[src/sv/dwtc_pkg.sv]
// ----------------------------------------------------------------------------
// Decayed word topic classifier package
// Shared widths, codes, state encoding and the exponential table builder.
// ----------------------------------------------------------------------------
package dwtc_pkg;

    // Default sizes of the vocabulary and of the class set.
    localparam int VOCAB_WORDS_DEF = 1024;
    localparam int MAX_CLASSES_DEF = 8;

    // Field widths.
    localparam int ACT_W   = 2;
    localparam int WORD_W  = 10;
    localparam int CLS_W   = 3;
    localparam int STAT_W  = 20;
    localparam int PROB_W  = 16;
    localparam int HIST_W  = 24;
    localparam int SCORE_W = 40;
    localparam int DECAY_W = 16;
    localparam int CCNT_W  = 4;
    localparam int VSIZE_W = 11;
    localparam int CFGI_W  = 2;

    // Port widths: tdata padded to whole bytes.
    localparam int S_TDATA_W = 40;
    localparam int M_TDATA_W = 24;

    // Register reset values.
    localparam logic [DECAY_W-1:0] DECAY_RESET = 16'd58982;
    localparam logic [CCNT_W-1:0]  CCNT_RESET  = 4'd2;
    localparam logic [VSIZE_W-1:0] VSIZE_RESET = 11'd1024;

    // Configuration register indexes.
    localparam logic [CFGI_W-1:0] CFG_DECAY       = 2'd0;
    localparam logic [CFGI_W-1:0] CFG_CLASS_COUNT = 2'd1;
    localparam logic [CFGI_W-1:0] CFG_VOCAB_SIZE  = 2'd2;

    // History constants: 1.0 in Q5.19 and the saturation ceiling.
    localparam logic [HIST_W:0]   HIST_ONE = 25'd524288;
    localparam logic [HIST_W-1:0] HIST_MAX = 24'hFF_FFFF;

    // Exponential table: about exp(-k/64) in Q1.16, with 1.0 at entry zero.
    localparam int EXP_ROM_DEPTH = 1025;
    localparam int EXP_AW        = 11;
    localparam int EXP_W         = 17;
    localparam logic [32:0] EXP_STEP = 33'd4228380001;
    localparam int DIFF_W        = SCORE_W + 1;
    localparam logic [DIFF_W-1:0] DIFF_LIMIT = 41'd65536;

    // Item kinds carried on tuser.
    typedef enum logic [ACT_W-1:0] {
        ACT_LOAD_PRIOR = 2'd0,
        ACT_LOAD_STAT  = 2'd1,
        ACT_WORD       = 2'd2,
        ACT_CLEAR      = 2'd3
    } action_t;

    // Sequencer states.
    typedef enum logic [3:0] {
        ST_CLEAR,
        ST_IDLE,
        ST_DECAY,
        ST_DECAY_DRAIN,
        ST_SCORE,
        ST_SCORE_DRAIN,
        ST_SM_DIFF,
        ST_SM_ROM,
        ST_SM_WGT,
        ST_DIV_START,
        ST_DIV_WAIT,
        ST_OUT
    } state_t;

    typedef logic [EXP_W-1:0] exp_rom_t [EXP_ROM_DEPTH];

    // Builds the exponential table by repeated fixed-point multiplication.
    function automatic exp_rom_t build_exp_rom();
        exp_rom_t    rom;
        logic [64:0] acc;
        acc = 65'd1 << 32;
        for (int k = 0; k < EXP_ROM_DEPTH; k++) begin
            rom[k] = EXP_W'((acc + 65'd32768) >> 16);
            acc    = (acc * 65'(EXP_STEP) + (65'd1 << 31)) >> 32;
        end
        return rom;
    endfunction

endpackage

[src/sv/dwtc_div.sv]
// ----------------------------------------------------------------------------
// Probability divider
// Restoring divider that forms floor(weight * 65536 / sum), one bit a cycle.
// ----------------------------------------------------------------------------
module dwtc_div #(
    parameter int SUM_W = 20
) (
    input  logic                     aclk,
    input  logic                     aresetn,
    input  logic                     start,
    input  logic [dwtc_pkg::EXP_W-1:0] weight,
    input  logic [SUM_W-1:0]         sum,
    output logic                     done,
    output logic [dwtc_pkg::EXP_W-1:0] quot
);
    import dwtc_pkg::*;

    localparam int CNT_W = $clog2(EXP_W + 1);

    logic [SUM_W-1:0] rem_reg, rem_next;
    logic [SUM_W-1:0] div_reg, div_next;
    logic [EXP_W-1:0] low_reg, low_next;
    logic [EXP_W-1:0] quot_reg, quot_next;
    logic [CNT_W-1:0] cnt_reg, cnt_next;
    logic             busy_reg, busy_next;
    logic             done_reg, done_next;
    logic [SUM_W:0]   rem_shift;
    logic [SUM_W:0]   rem_sub;
    logic             fits;

    // One trial subtraction per cycle.
    assign rem_shift = {rem_reg, low_reg[EXP_W-1]};
    assign rem_sub   = rem_shift - {1'b0, div_reg};
    assign fits      = rem_shift >= {1'b0, div_reg};

    // The upper dividend bits (weight >> 1) are below the divisor, so only the
    // low seventeen bits of weight * 65536 need a step each.
    always_comb begin
        rem_next  = rem_reg;
        div_next  = div_reg;
        low_next  = low_reg;
        quot_next = quot_reg;
        cnt_next  = cnt_reg;
        busy_next = busy_reg;
        done_next = 1'b0;
        if (start) begin
            rem_next  = SUM_W'(weight >> 1);
            div_next  = sum;
            low_next  = {weight[0], (EXP_W-1)'(0)};
            quot_next = '0;
            cnt_next  = '0;
            busy_next = 1'b1;
        end else if (busy_reg) begin
            rem_next  = fits ? rem_sub[SUM_W-1:0] : rem_shift[SUM_W-1:0];
            quot_next = {quot_reg[EXP_W-2:0], fits};
            low_next  = {low_reg[EXP_W-2:0], 1'b0};
            cnt_next  = cnt_reg + CNT_W'(1);
            if (cnt_reg == CNT_W'(EXP_W - 1)) begin
                busy_next = 1'b0;
                done_next = 1'b1;
            end
        end
    end

    always_ff @(posedge aclk) begin
        if (!aresetn) begin
            busy_reg <= 1'b0;
            done_reg <= 1'b0;
            cnt_reg  <= '0;
        end else begin
            busy_reg <= busy_next;
            done_reg <= done_next;
            cnt_reg  <= cnt_next;
        end
        rem_reg  <= rem_next;
        div_reg  <= div_next;
        low_reg  <= low_next;
        quot_reg <= quot_next;
    end

    assign done = done_reg;
    assign quot = quot_reg;

endmodule
[config.mk]
export PLATFORM = sky130hd
export DESIGN_NAME = dwtc_div
export DESIGN_NICKNAME = d
export VERILOG_FILES = /design/src/sv/dwtc_pkg.sv /design/src/sv/dwtc_div.sv
export SDC_FILE = /design/constraint.sdc
export NUM_CORES = 1
export LEC_CHECK = 0
export BUFFER_PORTS_ARGS = -buffer_cell sky130_fd_sc_hd__buf_2
export CAP_MARGIN = 0
export CELL_PAD_IN_SITES_DETAIL_PLACEMENT = 1
export CELL_PAD_IN_SITES_GLOBAL_PLACEMENT = 1
export CORE_MARGIN = 2
export CORE_UTILIZATION = 45
export DETAILED_ROUTE_END_ITERATION = 8
export GPL_TIMING_DRIVEN = 0
export HOLD_SLACK_MARGIN = 0.1
export PLACE_DENSITY = 0.86
export SETUP_SLACK_MARGIN = 0.4
export SKIP_LAST_GASP = 1
export SLEW_MARGIN = 5
export SYNTH_ARGS = -nofsm -noshare
export SYNTH_HDL_FRONTEND = slang
export SYNTH_SLANG_ARGS = --single-unit
[constraint.sdc]
create_clock -name aclk -period 7.1 [get_ports aclk]
set_clock_uncertainty 0.2 [all_clocks]
set_input_delay 1.065 -clock aclk [delete_from_list [all_inputs] [get_ports aclk]]
set_output_delay 1.065 -clock aclk [all_outputs]
set_load 0.02 [all_outputs]
==> results.ini, run 1 <==
[timing]
fmax_mhz=286.1
finalCriticalPeriod_ps=3495
finalCritPeriodShare_pct=49.23
rsz0062_at_grt=false
drv_slew=0
setup_ws_ps=3605
finalSetupViolCount=0
hold_viol=0
fin_setup_tns_ps=0
tightest_slew_ps=915.8
slew-limit-headroom_pct=38.80
hold_ws_ps=328.4

[power_and_ir_drop]
combPwrFrac_pct=32.3
totalPowerFinal_mw=1.152
pwr-share-clk_pct=28.5
p_int_mw=0.7444
p_sw_mw=0.4075
leakage_nw=1.941
sw_frac_of_total_pct=35.38
pwr-share-seq_pct=39.2
peakVddDrop_mv=0.1027
power.density_mw_per_mm2=265.6

[setup_path]
startpoint_type=primary input
required_ps=6770
cp.arrival_ps=3170
path_class=primary input to flip-flop
cp_max_fo=22
cp-end-kind=flip-flop

[clock_network]
cts-root-buf=clkbuf_8
numClockSinks=65
path_clk_slew_ps=80
clock_latency_ps=350
cts_hold_buffers=0
cts_setup_buffers=0
cts_htree_levels=3
clk_path_buf_depth=2
post_cts_resized=0
cts-buffers-inserted=9
cts_tree=done

[cells_and_area]
fillCellCount=935
multi_input_area_mm2=0.001852
final_cell_mix=buf_2, nor2_1, edfxtp_1
seqCellArea_mm2=0.001672
drive_above_1_share_pct=20.31
area.growth.synth_to_final_pct=16.62
antennaDiodeCount=0
final_common_cell=buf_2
layout.nets=511

[synthesis]
synthTopCellsByArea=edfxtp_1, dfxtp_1, ha_1, mux2i_1, nor2_1
synth_ff_type=edfxtp_1
synth_top_area_share_pct=29.87
async_reset_ff_share_pct=0
avgSynthCellArea_um2=9.789
netlist_area_mm2=0.003720
ys_ff_latch=65
yosysTopAreaCell=edfxtp_1
synthCells=380
ys_warn_count=0
synth_edf_count=37
synth.net_count=443
synth_cell_type_count=61
seq_area_frac_synth_pct=44.94

[global_route]
grt_usage_pct=23.12
grt_pass1_vias=3378
grt.overflow.total=0
antenna_found_initial=0
grt_max_degree=23
grt_pass1_wl_um=16150

[run]
cap_violations=0

[place]
dp_hpwl_um=7170
portBuffers=57
preCtsSetupSlack_ps=3228
gp_congestion=0.8899

[route]
routed_wl_um=9653
initialDrtViolationCount=167
post_drt_wl_per_cell_um=17.30
drc=0
firstDrtPassIters=4
via_per_inst=5.541
antenna_left=0
routed-via-count=3092

[floorplanning]
die_h_um=94.92
ios=58
die-width_um=94.92
coreArea_mm2=0.008134
rows=33
initial_utilization_pct=45.73
die_area_mm2=0.009010

[worst_hold_path]
hold_class=flip-flop to flip-flop

[status]
outcome=finished, final reports clean

[through the flow]
| step | util (%) | area, µm² | std cells |
|---|---|---|---|
| floorplan | - | 3720 | 380 |
| global placement | 50.85 | 4136 | 542 |
| detailed placement | 50.85 | 4136 | 542 |
| CTS | 53.33 | 4338 | 558 |
| global route | 53.33 | 4338 | 558 |
| finish | 53.33 | 4338 | 558 |
[synthesized netlist by cell type, types with 2 or more instances]
cell type,number
xor2_1,6
o31a_1,2
nand4_1,3
or2_2,2
inv_1,30
a41oi_1,3
a31oi_1,11
and4_1,2
a21o_1,8
nor2b_1,4
mux2_2,3
a21oi_1,18
nor2_1,42
dfxtp_1,28
a221o_1,2
xnor2_1,9
a211oi_1,6
mux2i_1,20
ha_1,22
clkbuf_1,6
and3_1,7
buf_1,4
nand2_1,35
edfxtp_1,37
nand3_1,8
and2_1,2
or3_1,2
buf_6,3
o21a_1,5
nor3_1,3
o311ai_0,2
o21ai_0,13
o31ai_1,4
[power groups by stage]
| stage | combinational [mW] | clock, mW | sequential [mW] |
|---|---|---|---|
| finish | 0.372 | 0.328 | 0.452 |
| global route | 0.413 | 0.351 | 0.456 |
| detailed placement | 0.367 | 0 | 0.460 |
| global placement | 0.349 | 0 | 0.458 |
| floorplan | 0.274 | 0 | 0.455 |
| CTS | 0.371 | 0.336 | 0.452 |
[layer usage]
| metal | wire (µm) | track usage [%] |
|---|---|---|
| met4 | 102 | 8.333 |
| met2 | 4837 | 39.72 |
| met5 | 0 | 0 |
| met3 | 566 | 5.507 |
| met1 | 4147 | 28.18 |
[cell type report]
class                           count  area share (%)
Multi-Input combinational cell    270           42.69
Tap cell                          105           3.029
Sequential cell                    65           38.53
Buffer                             15           1.933
Clock buffer                       10           3.432
Clock inverter                      6           1.211
Timing Repair Buffer               57           6.576
Inverter                           30           2.596
[worst max-delay path, cell delays in order]
cell and delay (ps):
buf_2 290, inv_1 230, clkbuf_1 420, clkbuf_1 460, nand2_1 680
[kinds of logic after synthesis]
group / Yosys count / share of synthesized area, %
xor gates and xnor gates: 15 / 3.532
DFF: 65 / 44.94
adders and majority gates: 23 / 7.938
muxes: 23 / 6.290
and+or+nand+nor: 119 / 15.30
AOI/OAI and AO/OA: 90 / 16.72
buffers and inverters: 45 / 5.281
[worst paths after layout]
kind,startpoint,slack (ps),endpoint,cells past startpoint
worst max register to register,div_reg[0],4020,rem_reg[16],9
worst min register to register,quot[5],330,quot[5],2
worst max-delay path,start,3600,rem_reg[13],5
worst min-delay path,quot[5],330,quot[5],2
Power figures use the tool's default switching activity.
==> run 2: changes to the inputs <==
--- a/config.mk
+++ b/config.mk
@@ -5,16 +5,17 @@
 export SDC_FILE = /design/constraint.sdc
 export NUM_CORES = 1
 export LEC_CHECK = 0
+export ABC_AREA = 1
 export BUFFER_PORTS_ARGS = -buffer_cell sky130_fd_sc_hd__buf_2
 export CAP_MARGIN = 0
 export CELL_PAD_IN_SITES_DETAIL_PLACEMENT = 1
 export CELL_PAD_IN_SITES_GLOBAL_PLACEMENT = 1
 export CORE_MARGIN = 2
-export CORE_UTILIZATION = 45
+export CORE_UTILIZATION = 42
 export DETAILED_ROUTE_END_ITERATION = 8
 export GPL_TIMING_DRIVEN = 0
 export HOLD_SLACK_MARGIN = 0.1
-export PLACE_DENSITY = 0.86
+export PLACE_DENSITY = 0.84
 export SETUP_SLACK_MARGIN = 0.4
 export SKIP_LAST_GASP = 1
 export SLEW_MARGIN = 5
==> constraint.sdc (replaced) <==
create_clock -name aclk -period 3.31 [get_ports aclk]
set_clock_uncertainty 0.2 [all_clocks]
set_input_delay 0.4965 -clock aclk [delete_from_list [all_inputs] [get_ports aclk]]
set_output_delay 0.4965 -clock aclk [all_outputs]
set_load 0.02 [all_outputs]
==> results.ini, run 2 <==
[synthesis]
synthXorXnorAreaFrac_pct=1.950  ; -1.6 points
ys_warn_count=0  ; unchanged
synthCells=544  ; +43%
synthTopCellsByArea=edfxtp_1, nand2_1, dfxtp_1, inv_1, ha_1
synth_ff_type=edfxtp_1
avgSynthCellArea_um2=7.429  ; -24%
synth.net_count=607  ; +37%
synth_edf_count=37  ; unchanged
yosysMostFrequentCell=nand2_1
netlist_top_cells_count=nand2_1, inv_1, nand3_1, edfxtp_1, dfxtp_1
synth_fa_ha_area_share_pct=7.307  ; -0.63 points
netlist_area_mm2=0.004041  ; +8.6%
synth_top_area_share_pct=27.49  ; -2.4 points
async_reset_ff_share_pct=0  ; unchanged
synth_top_family_by_area=simple AND/OR/NAND/NOR gates
synth-compound-area-share_pct=5.232  ; -11 points
synth_simple_gate_area_share_pct=32.76  ; +17 points
muxShareOfSynthArea_pct=0  ; -6.3 points
yosysTopAreaCell=edfxtp_1
seq_area_frac_synth_pct=41.36  ; -3.6 points
synth_cell_type_count=37  ; -39%
ys_ff_latch=65  ; unchanged

[power_and_ir_drop]
combPwrFrac_pct=37.5  ; +5.2 points
pwr-share-seq_pct=37.5  ; -1.7 points
sw_frac_of_total_pct=39.32  ; +3.9 points
p_int_mw=1.587  ; +110%
peakVddDrop_mv=0.2997  ; +190%
pwr-share-clk_pct=24.9  ; -3.6 points
power.density_mw_per_mm2=553.9  ; +110%
leakage_nw=2.420  ; +25%
totalPowerFinal_mw=2.615  ; +130%
p_sw_mw=1.028  ; +150%

[route]
drc=0  ; unchanged
via_per_inst=5.020  ; -9.4%
routed_wl_um=12010  ; +24%
routed-via-count=3770  ; +22%
firstDrtPassIters=4  ; unchanged
post_drt_wl_per_cell_um=15.99  ; -7.6%
initialDrtViolationCount=137  ; -18%
antenna_left=0  ; unchanged

[setup_path]
endpoint=rem_reg[1]
max_stage_delay_ps=410  ; -270 ps
cp-end-kind=flip-flop
ff2ff_path_depth=12  ; +3
crit_top_cell=nand2_1
startpoint_type=flip-flop
path_depth=12  ; +7
reg2reg_slack_ps=670  ; -3350 ps
required_ps=3210  ; -3560 ps
path_buf_inv=2  ; -2
cp_top_family=simple AND/OR/NAND/NOR gates
path_class=flip-flop to flip-flop
reg2reg_to=rem_reg[1]
crit_start=rem_reg[14]
path_cells=ha_1 -> nand2_1 -> inv_1 -> nand2_1 -> nand3_1 -> nand2_1 -> nand2_2 -> nor2_4 -> buf_2 -> nand3_1 -> nand3_1 -> nand2_1
cp.arrival_ps=2550  ; -620 ps
cp_max_fo=10  ; -55%
r2r_start=rem_reg[14]
cp_slowest_cell=edfxtp_1

[cells_and_area]
antennaDiodeCount=0  ; unchanged
layout.nets=680  ; +33%
final_common_cell=nand2_1
drive_above_1_share_pct=15.76  ; -4.6 points
multi_input_area_mm2=0.001909  ; +3.1%
area.growth.synth_to_final_pct=16.81
fillCellCount=1230  ; +32%
final_cell_mix=nand2_1, inv_1, buf_2
seqCellArea_mm2=0.001672  ; unchanged

[worst_hold_path]
hold_start=sum[2]
hold_class=primary input to flip-flop
whs_path_depth=1  ; -1

[timing]
finalCritPeriodShare_pct=79.78
fmax_mhz=378.7
hold_ws_ps=113.7  ; -214.7 ps
rsz0062_at_grt=false
hold_viol=0  ; unchanged
fin_setup_tns_ps=0  ; unchanged
finalSetupViolCount=0  ; unchanged
tightest_slew_ps=647.6  ; -268.1 ps
finalCriticalPeriod_ps=2641
drv_slew=0  ; unchanged
slew-limit-headroom_pct=56.82  ; +18 points

[floorplanning]
die_h_um=102.1  ; +7.6%
initial_utilization_pct=43.53  ; -2.2 points
die_area_mm2=0.01042  ; +16%
coreArea_mm2=0.009284  ; +14%
ios=58  ; unchanged
rows=35  ; +6.1%
die-width_um=102.1  ; +7.6%

[global_route]
grt.overflow.total=0  ; unchanged
grt_usage_pct=24.43  ; +1.3 points
grt_pass1_wl_um=19550  ; +21%
grt_pass1_vias=4022  ; +19%
antenna_found_initial=0  ; unchanged
grt_max_degree=27  ; +17%

[run]
cap_violations=0  ; unchanged

[place]
gp_congestion=0.9152  ; +2.8%
portBuffers=57  ; unchanged
dp_hpwl_um=9146  ; +28%

[clock_network]
cts_setup_buffers=0  ; unchanged
cts-buffers-inserted=9  ; unchanged
cts_tree=done
path_clk_slew_ps=90  ; about the same
cts-root-buf=clkbuf_8
numClockSinks=65  ; unchanged
post_cts_resized=0  ; unchanged
clock_latency_ps=360  ; about the same
clk_path_buf_depth=2  ; unchanged
cts_htree_levels=3  ; unchanged

[status]
outcome=finished, final reports clean

## run 2: worst min path at each step
stage	to	slack (ps)
floorplan	rem_reg[19]	240
global placement	quot[16]	230
detailed placement	quot[16]	260
CTS	div_reg[16]	100
global route	div_reg[12]	100
finish	div_reg[2]	110
## run 2: worst reg2reg max path, stage by stage (launching register included)
cell and delay, ps:
edfxtp_1 410, ha_1 410, nand2_1 130, inv_1 60, nand2_1 60, nand3_1 80
nand2_1 80, nand2_2 70, nor2_4 260, buf_2 320, nand3_1 120, nand3_1 120
nand2_1 80
## run 2: metal layers
layer	track usage (%)	wire, µm	vias to the layer above
met2	41.14	5717	86
met3	5.814	610	15
li1	-	-	1859
met1	30.55	5464	1810
met5	0	0	-
met4	9.026	218	0
## run 2: area by class of cell
type,count,share of cell area (%)
clock inverters,5,0.8481
repair buffers,62,7.103
multi-input cells,362,40.45
inverters,108,8.587
well taps,129,3.419
flip-flops and latches,65,35.41
plain buffers,9,1.193
clock buffers,11,2.995
## run 2: cells by family after synthesis
logic type	after synthesis
simple gates	294
flops	65
buf+inv	117
compound gates	36
xor+xnor	9
fa+ha+maj	23
## run 2: metrics by stage
step / instance area (µm²) / util (%) / worst slack [ps] / std cells
after detailed placement: 4488 / 48.34 / 109.6 / 730
after global placement: 4488 / 48.34 / 167.9 / 730
after CTS: 4710 / 50.73 / 453.2 / 750
after floorplan: 4041 / - / 1156 / 544
after global routing: 4721 / 50.85 / 482.5 / 751
final: 4721 / 50.85 / 669.3 / 751
## run 2: what timing repair did
item	in CTS	in global routing
hold endpoints to repair	4	1
hold buffers	4	1
endpoints found under the setup margin	0	0
## run 2: power groups by stage
stage	Combinational (mW)	Clock, mW	Sequential, mW
6_report	0.981	0.652	0.982
5_1_grt	1.09	0.700	0.989
4_1_cts	0.976	0.660	0.981
3_5_place_dp	0.954	0	0.999
3_3_place_gp	0.912	0	0.993
2_1_floorplan	0.698	0	0.982
